==> src/hdl/dcf_pkg.sv <==
package dcf_pkg;

    localparam int MAX_POINTS_DEF = 64;
    localparam int COORD_BITS_DEF = 16;
    localparam int IN_W           = 16;
    localparam int CUT_W          = 34;
    localparam int CNT_W          = 7;
    localparam int START_W        = 6;
    localparam int CFG_W          = 34;
    localparam int CFG_IDX_W      = 1;

    localparam logic [CFG_IDX_W-1:0] REG_CUTOFF = 1'b0;
    localparam logic [CFG_IDX_W-1:0] REG_BEAD   = 1'b1;

    localparam logic CMD_LOAD = 1'b0;
    localparam logic CMD_RUN  = 1'b1;

    typedef enum logic [1:0] {
        RD_I,
        RD_K,
        RD_J
    } rd_sel_t;

    typedef struct packed {
        logic    load_pt;
        logic    run_start;
        logic    init_wr;
        rd_sel_t rd_sel;
        logic    outer_skip;
        logic    outer_open;
        logic    k_cmp;
        logic    sweep_end;
        logic    j_latch;
        logic    cluster_end;
        logic    sum_start;
        logic    sum_acc;
        logic    div_start;
        logic    out_load;
    } dp_cmd_t;

    typedef struct packed {
        logic k_done;
        logic outer_done;
        logic link_self;
        logic hit;
        logic walk_more;
        logic best_empty;
        logic sum_more;
        logic div_busy;
        logic out_free;
    } dp_stat_t;

endpackage

==> src/hdl/dcf_ctrl.sv <==
module dcf_ctrl (
    input  logic              clk,
    input  logic              rst_n,
    input  logic              in_valid,
    input  logic              in_cmd,
    output logic              in_stall,
    output dcf_pkg::dp_cmd_t  cmd,
    input  dcf_pkg::dp_stat_t stat
);

    typedef enum logic [4:0] {
        S_IDLE,
        S_INIT,
        S_OUTER_RD,
        S_OUTER_CHK,
        S_K_RD,
        S_K_DIFF,
        S_K_SQ,
        S_K_SUM,
        S_K_CMP,
        S_SWEEP_END,
        S_J_RD,
        S_J_LATCH,
        S_CLUSTER_END,
        S_SUM_START,
        S_SUM_RD,
        S_SUM_ACC,
        S_DIV_GO,
        S_DIV_WAIT,
        S_FINISH
    } state_t;

    state_t state_reg;
    state_t state_next;

    assign in_stall = state_reg != S_IDLE;

    always_comb
    begin
        cmd        = '0;
        cmd.rd_sel = dcf_pkg::RD_I;
        state_next = state_reg;
        case (state_reg)
            S_IDLE:
            begin
                if (in_valid)
                begin
                    if (in_cmd == dcf_pkg::CMD_RUN)
                    begin
                        cmd.run_start = 1'b1;
                        state_next    = S_INIT;
                    end
                    else
                    begin
                        cmd.load_pt = 1'b1;
                    end
                end
            end
            S_INIT:
            begin
                if (stat.k_done)
                begin
                    state_next = S_OUTER_RD;
                end
                else
                begin
                    cmd.init_wr = 1'b1;
                end
            end
            S_OUTER_RD:
            begin
                state_next = stat.outer_done ? S_SUM_START : S_OUTER_CHK;
            end
            S_OUTER_CHK:
            begin
                if (stat.link_self)
                begin
                    cmd.outer_open = 1'b1;
                    state_next     = S_K_RD;
                end
                else
                begin
                    cmd.outer_skip = 1'b1;
                    state_next     = S_OUTER_RD;
                end
            end
            S_K_RD:
            begin
                cmd.rd_sel = dcf_pkg::RD_K;
                state_next = stat.k_done ? S_SWEEP_END : S_K_DIFF;
            end
            S_K_DIFF:
            begin
                cmd.rd_sel = dcf_pkg::RD_K;
                state_next = S_K_SQ;
            end
            S_K_SQ:
            begin
                cmd.rd_sel = dcf_pkg::RD_K;
                state_next = S_K_SUM;
            end
            S_K_SUM:
            begin
                cmd.rd_sel = dcf_pkg::RD_K;
                state_next = S_K_CMP;
            end
            S_K_CMP:
            begin
                cmd.rd_sel = dcf_pkg::RD_K;
                cmd.k_cmp  = 1'b1;
                state_next = S_K_RD;
            end
            S_SWEEP_END:
            begin
                cmd.sweep_end = 1'b1;
                state_next    = stat.walk_more ? S_J_RD : S_CLUSTER_END;
            end
            S_J_RD:
            begin
                cmd.rd_sel = dcf_pkg::RD_J;
                state_next = S_J_LATCH;
            end
            S_J_LATCH:
            begin
                cmd.rd_sel  = dcf_pkg::RD_J;
                cmd.j_latch = 1'b1;
                state_next  = S_K_RD;
            end
            S_CLUSTER_END:
            begin
                cmd.cluster_end = 1'b1;
                state_next      = S_OUTER_RD;
            end
            S_SUM_START:
            begin
                if (stat.best_empty)
                begin
                    state_next = S_FINISH;
                end
                else
                begin
                    cmd.sum_start = 1'b1;
                    state_next    = S_SUM_RD;
                end
            end
            S_SUM_RD:
            begin
                cmd.rd_sel = dcf_pkg::RD_J;
                state_next = S_SUM_ACC;
            end
            S_SUM_ACC:
            begin
                cmd.rd_sel  = dcf_pkg::RD_J;
                cmd.sum_acc = 1'b1;
                state_next  = stat.sum_more ? S_SUM_RD : S_DIV_GO;
            end
            S_DIV_GO:
            begin
                cmd.div_start = 1'b1;
                state_next    = S_DIV_WAIT;
            end
            S_DIV_WAIT:
            begin
                if (!stat.div_busy)
                begin
                    state_next = S_FINISH;
                end
            end
            S_FINISH:
            begin
                if (stat.out_free)
                begin
                    cmd.out_load = 1'b1;
                    state_next   = S_IDLE;
                end
            end
            default:
            begin
                state_next = S_IDLE;
            end
        endcase
    end

    always_ff @(posedge clk or negedge rst_n)
    begin
        if (!rst_n)
        begin
            state_reg <= S_IDLE;
        end
        else
        begin
            state_reg <= state_next;
        end
    end

    a_run_busy: assert property (@(posedge clk) disable iff (!rst_n)
        (in_valid && !in_stall && in_cmd == dcf_pkg::CMD_RUN) |=> in_stall)
        else $error("run beat accepted but block not busy");

endmodule

==> config.mk <==
export PLATFORM = sky130hd
export DESIGN_NAME = dcf_ctrl
export DESIGN_NICKNAME = d
export VERILOG_FILES = /design/src/hdl/dcf_pkg.sv /design/src/hdl/dcf_ctrl.sv
export SDC_FILE = /design/constraint.sdc
export NUM_CORES = 1
export LEC_CHECK = 0
export BUFFER_PORTS_ARGS = -buffer_cell sky130_fd_sc_hd__buf_2
export CAP_MARGIN = 40
export CORE_ASPECT_RATIO = 1.4
export CORE_MARGIN = 2
export CORE_UTILIZATION = 30
export DETAILED_ROUTE_END_ITERATION = 6
export PLACE_DENSITY_LB_ADDON = 0.3
export SYNTH_ARGS = -nofsm -noshare
export SYNTH_HDL_FRONTEND = slang
export SYNTH_SLANG_ARGS = --single-unit
==> constraint.sdc <==
create_clock -name clk -period 1.3 [get_ports clk]
set_input_delay 0.195 -clock clk [delete_from_list [all_inputs] [get_ports clk]]
set_output_delay 0.195 -clock clk [all_outputs]
set_load 0.05 [all_outputs]
# Yosys cells after proc, flatten, opt, wreduce, memory -nomap -nowiden
# Index checks and enable logic that the tools add are counted.
[word_totals]
regBits = 5
wordCells = 62
[op_classes]
eq_ne = 23
mux = 32
reduce_logical = 6
[ops]
columns = ["cell", "n"]
rows = [
  ["$pmux W5 S18", 1],
  ["$eq A5 B4 Y1 const B", 8],
  ["$mux W5", 7],
  ["$eq A5 B3 Y1 const B", 4],
  ["$mux W1", 16],
  ["$eq A5 B5 Y1 const B", 3],
  ["$eq A5 B2 Y1 const B", 2],
  ["$ne A2 B2 Y1 const B", 5],
  ["$mux W4", 2],
  ["$mux W2", 3],
  ["$mux W3", 2],
  ["$eq A5 B1 Y1 const B", 1],
  ["$logic_not A5 Y1", 1],
  ["$reduce_and A5 Y1", 1],
  ["$reduce_bool A5 Y1", 1],
  ["$reduce_or A5 Y1", 1],
  ["$pmux W2 S2", 1],
  ["$reduce_or A4 Y1", 1],
  ["$reduce_or A2 Y1", 1],
]

# Depth between registers and ports, before layout
# Gate-level depths: netlist of the first run.
[logic_depth]
word_depth = 3
depth_mapped = 6
ltp_nobuf = 4

# Worst setup path after synthesis of the first run
# No wires, ideal clock.
[synth_timing]
path_type = "reg2out"
from = "reg state_reg[4]"
to = "out cmd[14] in the netlist's numbering"
arrival_ps = 2477
path_slack_ps = -1372
path_stages_with_launch = 6
path_buffers = 2
cell_sequence = "dfrtp_1 buf_2 buf_2 nor3_1 nand2_1 nor3b_1"
[synth_lines]
columns = ["element", "line", "text"]
rows = [
  ["start, declared", "dcf_ctrl.sv:33", "state_t state_reg;"],
  ["start signal, assigned", "dcf_ctrl.sv:192", "state_reg <= state_next;"],
  ["end, declared", "dcf_ctrl.sv:7", "output dcf_pkg::dp_cmd_t cmd,"],
]

==> results.md, run 1 <==
- The CTS tree is done.
- In the final layout, the share of cells above drive strength 1 is 0.7125.
- The synthesized netlist cell count is 94.
- The final core area utilization is 0.7291.
- The post-synthesis async set-or-reset flop share is 1.000.
- The number of detailed-routing iterations run before antenna repair is 4.
- The weighted congestion reported at the end of routability-driven placement is around 0.9.
- The post-synthesis sequential element count is 5.
- In this run the tool buffered the top-level ports with 27 buffer cells.
- The reported max-cap violation count is 0.
- The residual overflow from global routing is 0.
- Setup repair after global routing could not meet its margin everywhere.
- After legalization and detailed placement, the total HPWL measured 1994 µm.
- The kind of start point of the critical path is a flip-flop.
- VDD sags by at most 0.001514 V.
- The first global-routing pass estimated 4809 µm of wire.
- The number of failing hold endpoints at the final stage was 0.
- The area of the placeable core is 2152 µm².
- For this run, the register share of the synthesized area comes to 0.1845.
- In this run the power density over the cells is 2796 nW/µm².
- The register with the most flip-flops in the layout has 5 of them.
- The I/O pin count is 29.
- For the worst setup path, the data required time is around 1.1 ns.
- The share of the clock period used by the worst path is 1.362.
- For this run, the post-layout net count is 174.
- The violation count after the first detailed-routing iteration is 21.
- The largest net degree at the start of global routing is 11.
- The flow ran to the end, but the final reports show violations.
- The number of nets in the synthesized netlist is 107.
- The worst setup path is captured at an output pin.
- The most instantiated flip-flop cell in the synthesis netlist is dfrtp_1.
- TritonCTS created 3 clock buffers.
- The number of cells on the worst reg-to-reg path is 7.
- The worst-margin pin slew is 0.4020 ns.
- Measured along the x axis, the die boundary spans 44.18 µm.
- The setup check on the worst reg-to-reg path leaves a slack of -0.34 ns.
- The highest fanout seen on the critical path is 4.
- For met3 alone, demand over resource in global routing was 0.06344.
- The post-layout worst setup margin is -0.4702 ns.
- The register area is 127.6 µm².
- The average instance area after synthesis is 7.214 µm².
- The number of remaining DRC errors is 0.
- The number of global-route vias before repair is between 1000 and 1500.
- The leakage component of the power is around 0.72 nW.
- The post-synthesis cell type count is 36.
- The number of synthesized flops with an enable pin is 0.
- The detailed-route vias per instance is 5.731.
- From synthesis to final layout, the design area changed by 131.4%.
- The clock-pin slew reported for the worst setup and hold paths after clock tree synthesis is 0.05 ns.
- The layer flagged by global routing as most heavily used is met2.
- The synthesis warning total is 0.
- In the global route stage, overall resource usage came out at 0.2515.
- The number of antenna violations at the first check in global routing is 0.
- The achievable frequency is roughly 560 MHz.
- The die outline height is between 60 and 70 µm.
- The summed instance area of the synthesized netlist is 678.2 µm².
- The shortest clock period the worst path allows after layout is 1.770 ns.
- The checks that failed: setup timing.
- The maximum level of the CTS H-tree is 1.
- The total via count after detailed routing is approximately 1000.
- The worst max-slew margin expressed relative to the limit is 0.7277.
- The clock skew after layout is about 0.0024 ns.
- The final design area excluding fillers is 1569 µm².
- For this configuration, the core starts out at a cell density of 0.3151.
- The count of nets left with antenna violations once routing finished came out at 0.
- In this run the deepest clock path goes through 2 buffers.
- The total die area is 2662 µm².
- Setup violations remaining at the end of the flow were counted as 21.
- The floorplan has 20 rows.
- Data on the critical path arrives at its endpoint at 1.58 ns.
- The critical path is of the flip-flop to output pin type.
- The CTS sink count is 5.
- The routed wire length is 3335 µm.
- After filler insertion, the fill cell instance count of the layout stands at 156.
- The repair_antennas step left the layout with diodes totalling 0.
- The routing usage on met1 is 0.2962.
- The startpoint identified for the worst register-to-register timing path is state_reg[3].
- The clock latency at the later pin of the worst-skew pair is 0.26 ns.
- For met2 alone, demand over resource in global routing was 0.4223.
- The max-slew violation total from the final report is 0.
- The root buffer cell chosen for the clock tree is clkbuf_4.
- In this run the critical register-to-register path is captured at state_reg[4].
- The post-placement cell area is 1136 µm².
- The type of the most critical hold path is input port to asynchronous set/reset pin.
- The worst setup path startpoint is state_reg[4].
- The routed wirelength normalized by instance count is 18.32 µm.
- Summing all multi-input logic gate instances after layout gives 729.5 µm².
==> cell families (layout without fill, tap and decap cells) <==
family	after synthesis	in the layout	share of synthesized area
muxes	1	1	0.01476
buffers and inverters	13	79	0.1089
DFF	5	5	0.1845
and+or+nand+nor	52	52	0.4373
AOI/OAI and AO/OA	23	23	0.2546
==> what timing repair did <==
action / 4_1_cts / 5_1_grt
buffers inserted: 10 / 5
pin swaps: 16 / 8
gates cloned: 0 / 0
hold buffers: 1 / 0
gates resized for setup: 58 / 17
endpoints found under the hold margin: 5 / 0
setup endpoints to repair: 21 / 21
==> layout by cell type (no fill, tap or decap), types with 2 or more instances in the layout <==
cell type	count
and3_4	2
nor2b_1	4
nand2_4	3
dfrtp_1	3
nor2_4	6
a32oi_2	2
nand3_1	4
a21oi_1	5
buf_12	2
nor2b_2	3
clkbuf_4	3
nand2b_1	3
o311ai_2	2
buf_8	3
o22ai_1	2
inv_1	2
nand3b_1	2
buf_6	23
nand2_1	7
nor3_4	6
or3_4	2
nor2_1	2
buf_4	31
buf_2	12
dfrtp_2	2
==> Yosys cell counts (3+ instances only) <==
master    count  area, µm²
nand2_1      10      37.54
nor2_1        8      30.03
dfrtp_1       5      125.1
inv_1         3      11.26
nand2b_1      4      25.02
nor3_1        7      35.03
nor2b_1       8      50.05
buf_2         8      40.04
a21oi_1       6      30.03
nand3_1       4      20.02
==> report_power, final <==
| part | internal [mW] | switching [mW] |
|---|---|---|
| Sequential | 0.235 | 0.0994 |
| Clock | 0.117 | 0.0857 |
| Combinational | 1.84 | 2.01 |
| Total | 2.19 | 2.20 |
==> critical path, stage by stage (launching register included) <==
cell and delay, ns:
dfrtp_1 0.43, buf_4 0.16, nor2b_2 0.21, nand2_4 0.13
nor3_4 0.20, buf_6 0.18
==> per-layer routing <==
metal	up-vias	wire length (µm)
met3	16	125
met5	-	0
met4	0	139
met2	37	1753
li1	475	-
met1	515	1316
==> area by class of cell <==
| type | instances | share of cell area |
|---|---|---|
| tap | 22 | 0.01754 |
| timing repair buffer | 72 | 0.4123 |
| clock buffer | 4 | 0.01675 |
| sequential | 5 | 0.08134 |
| multi-input combinational | 76 | 0.4649 |
| inverter | 3 | 0.007177 |
==> worst max-delay path by stage <==
| stage | end | slack (ns) | cells past startpoint |
|---|---|---|---|
| 3_3_place_gp | cmd[14] | -0.23 | 5 |
| 5_1_grt | cmd[3] | -0.46 | 5 |
| 2_1_floorplan | cmd[12] | -0.42 | 4 |
| 3_5_place_dp | cmd[3] | -0.24 | 4 |
| 4_1_cts | cmd[14] | -0.39 | 5 |
| 6_report | cmd[3] | -0.47 | 5 |
==> per-stage QoR <==
stage	TNS (ns)	std cells	setup slack, ns	hold slack [ns]	power, mW
detailed placement	-3.359	162	-0.2434	0.01706	2.982
global route	-7.932	182	-0.4588	0.3126	4.609
floorplan	-3.057	94	-0.4192	-0.1006	2.230
finish	-7.271	182	-0.4702	0.2913	4.386
CTS	-6.109	177	-0.3939	0.2795	3.832
global placement	-2.907	162	-0.2279	0.01410	2.932
Power figures use the tool's default switching activity.
==> run 2: changes to the inputs <==
Clock period 1.3 ns to 1.6 ns, I/O delays scaled along.
==> run 2 against run 1 <==
The flow still finishes with violations (setup timing). Sequential power shrank 16%. Clock skew grew 0.0068 ns. Register-to-register slack gained 0.33 ns. Sequential share of layout area grew 1.4 points. Count of clock-buffer cells in the layout is the same. Total power shrank 32%. Die area is the same. Wire length shrank 20%. Sequential cell count is the same. First-iteration DRC count grew 48%. Design area shrank 14%. Largest power group unchanged. Highest routed layer unchanged.
==> results.md, run 2 (synthesis gave the netlist of run 1 again) <==
- The run finished, with violations left.
- The final reports fail on setup timing.
- The arrival time at the worst endpoint is 1.50 ns (-0.08 ns).
- After global routing, the most crowded layer is met2.
- The relative area change from synthesis to final layout is 99.45%.
- The number of fill cells is 164 (+5.1%).
- The portion of total power attributed to combinational logic is 0.856 (-0.021).
- The worst-margin pin slew is 0.4594 ns (+0.05740 ns).
- The reported max-cap violation count was 0 (unchanged).
- The number of detailed-routing iterations run before antenna repair was 4 (unchanged).
- The first-pass GRT wire length is 3919 µm (-19%).
- The I/O pin count was 29 (unchanged).
- The most frequent cell on the critical path is buf_6.
- The total die area is 2662 µm² (unchanged).
- The routed wirelength normalized by instance count came to 16.26 µm (-11%).
- Walking the worst path, the cells encountered are buf_6 -> nor3_4 -> nand2_2 -> nor3b_4 -> buf_6.
- Based on the critical path, the design can be clocked at up to ~570 MHz.
- The final design area excluding fillers is 1353 µm² (-14%).
- The max-slew violation total from the final report was 0 (unchanged).
- The cell count after placement is 149 (-8.0%).
- The area taken by multi-input logic gates came to 658.1 µm² (-9.8%).
- STA classifies the critical path endpoint as an output pin.
- The leakage component of the power is 0.6138 nW (-15%).
- The detailed-route vias per instance is 5.652 (-1.4%).
- The fraction of met2 tracks used by global routing is 0.3466 (-0.07563).
- The kind of start point of the critical path is a flip-flop.
- In the layout the commonest cells are buf_6, buf_4, buf_2.
- The routing usage on met1 is 0.2226 (-0.07353).
- The total number of placement rows is 20 (unchanged).
- The routed wire length is 2666 µm (-20%).
- The fraction of power spent switching nets is 0.5151 (+0.01439).
- The largest individual stage delay along the critical path comes from the cell dfrtp_2.
- The total negative slack for setup checks came to -0.8087 ns (+6.462 ns).
- The number of buffers added by the clock tree synthesis step is 3 (unchanged).
- The maximum level of the CTS H-tree was 1 (unchanged).
- The share of final-layout standard cells stronger than drive strength 1 is 0.5915 (-0.1210).
- The number of global-route vias before repair is 904 (-10%).
- The width of the die is 44.18 µm (unchanged).
- Setup repair after global routing could not meet its margin everywhere.
- The violation count after the first detailed-routing iteration was 31 (+48%).
- The clock latency at the later pin of the worst-skew pair came to 0.25 ns (about the same).
- The register area is 128.9 µm² (+0.98%).
- The number of failing setup endpoints in the final timing report was 12 (-43%).
- TritonCTS built the clock tree.
- The worst endpoint required time was 1.36 ns (+0.25 ns).
- The critical path buffer and inverter count is 2 (unchanged).
- The met3 global-route usage is 0.01813 (-0.04532).
- The final antenna diode count is 0 (unchanged).
- The number of remaining DRC errors came to 0 (unchanged).
- The estimated wirelength of the detail-placed design was 1721 µm (-14%).
- The share of the clock period used by the worst path is 1.087.
- The commonest non-fill, non-tap cell in the layout is buf_6.
- The starting utilization of the core area is 0.3151 (unchanged).
- The net switching power figure is 1.536 mW (-30%).
- The number of failing hold endpoints at the final stage is 0 (unchanged).
- The clock power share came to 0.050 (+0.004).
- The internal portion of total power is 1.446 mW (-34%).
- The worst path in the final design needs a cycle of 1.740 ns, including I/O delays and setup.
- The quantity of I/O buffers inserted on ports is 27 (unchanged).
- The die outline height came to 60.26 µm (unchanged).
- The ratio of total power to cell area was 2205 nW/µm² (-21%).
- The final net count is 156 (-10%).
- The type of the worst setup path is flip-flop to output pin.
- The weighted congestion reported at the end of routability-driven placement is 0.8446 (-3.5%).
- The type of the most critical hold path is input port to asynchronous set/reset pin.
- The CTS sink count is 5 (unchanged).
- The delay of the slowest critical-path stage was 0.46 ns (+0.03 ns).
- The clock-pin slew reported for the worst setup and hold paths after clock tree synthesis is 0.05 ns (about the same).
- The largest net degree at the start of global routing is 13 (+2).
- The pre-CTS setup slack is -0.08211 ns (+0.1613 ns).
- The clock skew after layout came to 0.009194 ns (+0.006814 ns).
- The total global routing track utilization is 0.1974 (-0.05411).
- Grouping stages by cell kind, the critical path spends the most delay in simple AND/OR/NAND/NOR gates.
- The number of antenna violations at the first check in global routing is 0 (unchanged).
- The area of the placeable core is 2152 µm² (unchanged).
- The number of flip-flops in the largest register is 5 (unchanged).
- The highest fanout seen on the critical path is 6 (+2).
- The worst ir drop on vdd came to 0.0008429 V (-44%).
- The residual antenna-violating net count after detailed routing was 0 (unchanged).
- The post-placement cell area came to 1028 µm² (-9.5%).
- The post-layout worst setup margin is -0.1397 ns (+0.3304 ns).
- The residual overflow from global routing is 0 (unchanged).
- The maximum number of buffers from clock root to sink is 2 (unchanged).
- The total via count after detailed routing is 927 (-11%).
- The worst max-slew margin expressed relative to the limit is 0.6898 (-0.03792).
- The portion of total power attributed to sequential cells is 0.093 (+0.017).
- The clock root buffer is clkbuf_4.
- The count of non-filler cells in the finished layout is 164 (-9.9%).
## run 2: cell types whose count changed in the layout (fill, tap and decap cells not counted), moves of 3 or more
cell,delta
nor2_4,-4
nor2b_2,-3
buf_6,-3
buf_4,-13
nor2_1,+3
nor2b_1,+3
## run 2: stage by stage
| stage | hold slack [ns] | util | total power, mW |
|---|---|---|---|
| 3_3_place_gp | 0.05181 | 0.4779 | 2.136 |
| 6_report | 0.3306 | 0.6285 | 2.982 |
| 3_5_place_dp | 0.05810 | 0.4779 | 2.164 |
| 4_1_cts | 0.3299 | 0.5791 | 2.673 |
| 2_1_floorplan | -0.05559 | - | 1.680 |
| 5_1_grt | 0.3572 | 0.6285 | 3.137 |
## run 2: final cells by class
cell class / instances / area share
Multi-Input combinational cell: 76 / 0.4866
Inverter: 3 / 0.008326
Clock buffer: 4 / 0.01943
Sequential cell: 5 / 0.09528
Timing Repair Buffer: 54 / 0.3700
Tap cell: 22 / 0.02035
## run 2: power groups by stage
stage,Combinational [mW],Clock [mW],Sequential [mW]
after global routing,2.69,0.161,0.282
after CTS,2.23,0.150,0.292
after floorplan,1.48,0,0.200
after global placement,1.86,0,0.275
after detailed placement,1.89,0,0.277
final,2.55,0.150,0.279
## run 2: metal layers
layer,routed length (µm),vias to the layer above,share of wire
li1,-,441,-
met1,992,420,0.37
met2,1394,53,0.52
met3,138,13,0.052
met4,140,0,0.053
met5,0,-,0
## run 2: final timing paths
path,from,end,slack [ns],depth (start not counted)
max,state_reg[4],cmd[14],-0.14,5
max in group asynchronous,rst_n,state_reg[3],1.11,2
min in group clk,stat[0],state_reg[1],0.36,3
max reg2reg,state_reg[3],state_reg[1],-0.01,6
min,rst_n,state_reg[1],0.33,2
min reg2reg,state_reg[4],state_reg[3],0.71,2
## run 2: timing repair
| action | in CTS | in global routing |
|---|---|---|
| resized for setup | 42 | 18 |
| pin swaps | 8 | 10 |
| endpoints found under the setup margin | 18 | 15 |
| setup buffers | 5 | 5 |
| hold endpoints to repair | 5 | 0 |
| hold buffers | 1 | 0 |
==> run 3: changes to the inputs <==
Settings changed: ABC_AREA set to 1, CTS_CLUSTER_DIAMETER set to 100.
==> run 3 against run 2 <==
The run still ends with setup timing left. Maximum frequency grew 4.7%. Clock power shrank 7%. Largest power group unchanged. Worst setup slack gained 0.078 ns. Critical path type unchanged. Total power shrank 24%. Sequential share of layout area grew 0.44 points. Sequential cell count is the same.
==> results.md, run 3 <==
- The weighted congestion reported at the end of routability-driven placement came to 0.8744 (+3.5%).
- The top cell type's share of synthesized area is 0.2028 (+0.01834).
- The starting utilization of the core area came to 0.3164 (+0.001315).
- The area of the placeable core was 1949 µm² (-9.4%).
- The number of antenna violations at the first check in global routing came to 0 (unchanged).
- The quantity of I/O buffers inserted on ports was 27 (unchanged).
- Setup repair after global routing could not meet its margin everywhere.
- The I/O pin count came to 29 (unchanged).
- The maximum number of buffers from clock root to sink is 2 (unchanged).
- The detailed-route vias per instance is 4.984 (-12%).
- The number of global-route vias before repair came to 874 (-3.3%).
- The critical path buffer and inverter count is 2 (unchanged).
- The synthesis warning total is 0 (unchanged).
- Summed over all instances, the cell type with the most area after synthesis is dfrtp_1.
- The relative area change from synthesis to final layout is 105.5%.
- The area taken by multi-input logic gates is 560.5 µm² (-15%).
- The residual antenna-violating net count after detailed routing is 0 (unchanged).
- The worst endpoint required time is 1.36 ns (about the same).
- The flow ran to the end, but the final reports show violations.
- The pre-CTS setup slack came to 0.05312 ns (+0.1352 ns).
- The number of synthesized flops with an enable pin was 0 (unchanged).
- The estimated wirelength of the detail-placed design is 1675 µm (-2.7%).
- The checks that failed: setup timing.
- The family with the most delay on the worst path is simple AND/OR/NAND/NOR gates.
- The maximum level of the CTS H-tree was 1 (unchanged).
- The synthesized netlist cell count came to 107 (+14%).
- The worst max-slew margin expressed relative to the limit is 0.7804 (+0.09057).
- The post-layout worst setup margin was -0.06129 ns (+0.07845 ns).
- The max-slew violation total from the final report is 0 (unchanged).
- The number of detailed-routing iterations run before antenna repair was 4 (unchanged).
- The register area share after synthesis was 0.2028 (+0.01834).
- The arrival time at the worst endpoint was 1.42 ns (-0.08 ns).
- The average instance area after synthesis came to 5.765 µm² (-20%).
- The clock latency at the later pin of the worst-skew pair is 0.24 ns (about the same).
- The ratio of total power to cell area is 1783 nW/µm² (-19%).
- The library cell used most frequently in the layout, excluding fill and tap cells, is buf_4.
- The total global routing track utilization came to 0.1849 (-0.01257).
- Yosys instantiated no cell more often than nand2_1.
- The worst-margin pin slew is 0.3282 ns (-0.1312 ns).
- The type of the worst setup path is flip-flop to output pin.
- The number of failing setup endpoints in the final timing report is 7 (-5).
- TritonCTS built the clock tree.
- The first-pass GRT wire length was 3519 µm (-10%).
- The die outline height came to 57.65 µm (-4.3%).
- The number of buffers added by the clock tree synthesis step is 3 (unchanged).
- The post-synthesis async set-or-reset flop share came to 1.000 (unchanged).
- After synthesis, the cell types taking the most area are dfrtp_1, nand2_1, nor2_1.
- The most frequent cell on the critical path is nor2_4.
- In the layout the commonest cells are buf_4, nand2_1, buf_6.
- The total number of placement rows is 19 (-5.0%).
- The CTS sink count was 5 (unchanged).
- Among all flip-flop cells after synthesis, the most frequent one is dfrtp_1.
- The number of flip-flops in the largest register is 5 (unchanged).
- The worst ir drop on vdd is 0.0009473 V (+12%).
- The final antenna diode count is 0 (unchanged).
- The worst setup path is captured at an output pin.
- The number of remaining DRC errors is 0 (unchanged).
- The summed instance area of the synthesized netlist came to 616.8 µm² (-9.0%).
- The number of fill cells is 160 (-2.4%).
- The tightest min-delay check is of the input port to asynchronous set/reset pin type.
- The post-synthesis sequential element count is 5 (unchanged).
- The total die area is 2440 µm² (-8.3%).
- The post-synthesis cell type count is 21 (-42%).
- Traced cell by cell, the critical path runs through nor2_4 -> nand2_2 -> nor2_4 -> inv_2 -> nor3b_4 -> buf_6.
- The number of nets in the synthesized netlist came to 120 (+12%).
- The final net count is 177 (+13%).
- The residual overflow from global routing is 0 (unchanged).
- The highest fanout seen on the critical path is 3 (-3).
- The clock skew after layout is 0.002550 ns (-0.006644 ns).
- The largest net degree at the start of global routing is 9 (-4).
- The clock-pin slew reported for the worst setup and hold paths after clock tree synthesis is 0.04 ns (about the same).
- The delay of the slowest critical-path stage came to 0.42 ns (-0.04 ns).
- The reported max-cap violation count is 0 (unchanged).
- The routed wirelength normalized by instance count is 11.79 µm (-27%).
- The cell type of the slowest stage on the worst timing path is dfrtp_1.
- The width of the die is 42.33 µm (-4.2%).
- The leakage component of the power is 0.6460 nW (+5.2%).
- The achievable frequency is 601.9 MHz (+4.7%).
- The shortest clock period the worst path allows after layout came to 1.661 ns (-0.07845 ns).
- The number of failing hold endpoints at the final stage is 0 (unchanged).
- In this run the clock root is driven by a clkbuf_4.
- The total negative slack for setup checks is -0.2149 ns (+0.5938 ns).
- The commonest cells after synthesis are nand2_1, nor2_1, inv_1, nand3_1.
- The share of the clock period used by the worst path is 1.038 (-0.04903).
- The routed wire length is 2169 µm (-19%).
- The register area is 126.4 µm² (-1.9%).
- The kind of start point of the critical path is a flip-flop.
- The share of final-layout standard cells stronger than drive strength 1 is 0.5890 (-0.002592).
- The violation count after the first detailed-routing iteration is 20 (-35%).
- The total via count after detailed routing is 917 (-1.1%).
run 3: cell count changes after synthesis, moves of 4 or more:
cell,previous run,this run
a21oi_1,6,0
buf_2,8,0
nor3_1,7,1
nand2b_1,4,0
nand4_1,0,5
nor2b_1,8,0
nor2_1,8,24
inv_1,3,13
nand3_1,4,12
nand2_1,10,25
run 3: timing repair:
action / CTS / global route
gates resized for setup: 41 / 29
cloned: 0 / 0
setup buffers: 5 / 6
setup endpoints to repair: 14 / 15
hold buffers: 1 / 0
hold endpoints to repair: 5 / 0
pin swaps: 7 / 6
run 3: path summary, 6_finish.rpt:
path	from	to	slack, ns	cells past startpoint
setup / recovery	state_reg[0]	cmd[14]	-0.06	6
max in group asynchronous	rst_n	state_reg[3]	1.12	2
setup reg to reg	state_reg[0]	state_reg[1]	0.07	10
hold / removal	rst_n	state_reg[2]	0.34	2
min in group clk	stat[0]	state_reg[1]	0.35	4
hold reg to reg	state_reg[4]	state_reg[4]	0.80	3
run 3: metrics by stage:
step	cells	util	power, mW	instance area (µm²)	hold slack [ns]
2_1_floorplan	107	-	1.197	673.1	-0.05559
4_1_cts	179	0.5796	2.040	1130	0.3340
6_report	184	0.6502	2.260	1267	0.3442
3_3_place_gp	169	0.4782	1.627	932.1	0.05693
5_1_grt	184	0.6502	2.422	1267	0.3338
3_5_place_dp	169	0.4782	1.645	932.1	0.05559
run 3: logic make-up after synthesis:
family                 after synthesis  share of synthesized area
buffers and inverters               18                     0.1339
AOI/OAI and AO/OA                    6                    0.05681
and+or+nand+nor                     78                     0.6065
DFF                                  5                     0.2028
run 3: worst register-to-register path, cell delays in order, from the launching register on:
cell and delay, ns:
dfrtp_1 0.41, buf_4 0.18, inv_4 0.05, nor2_4 0.14, nand4_1 0.12, buf_4 0.15, buf_4 0.12, nand2_1 0.08
nor2_2 0.06, nand2_1 0.06, nand2_1 0.05
run 3: power by group:
part           internal [mW]  leakage (nW)  switching (mW)
Sequential             0.181        0.0632          0.0688
Combinational          0.745         0.568            1.13
Clock                 0.0939        0.0150          0.0458
run 3: area by class of cell:
type                            instances  share of cell area
Clock buffer                            4             0.02073
Sequential cell                         5             0.09970
Multi-Input combinational cell         84              0.4422
Timing Repair Buffer                   54              0.3613
Inverter                               16             0.05528
Tap cell                               21             0.02073
run 3: metal layers:
metal | vias up | GRT usage | wire length [µm]
li1 | 464 | - | -
met1 | 415 | 0.2008 | 810
met2 | 32 | 0.3429 | 1222
met3 | 6 | 0.009346 | 68
met4 | 0 | 0.1161 | 68
met5 | - | 0 | 0
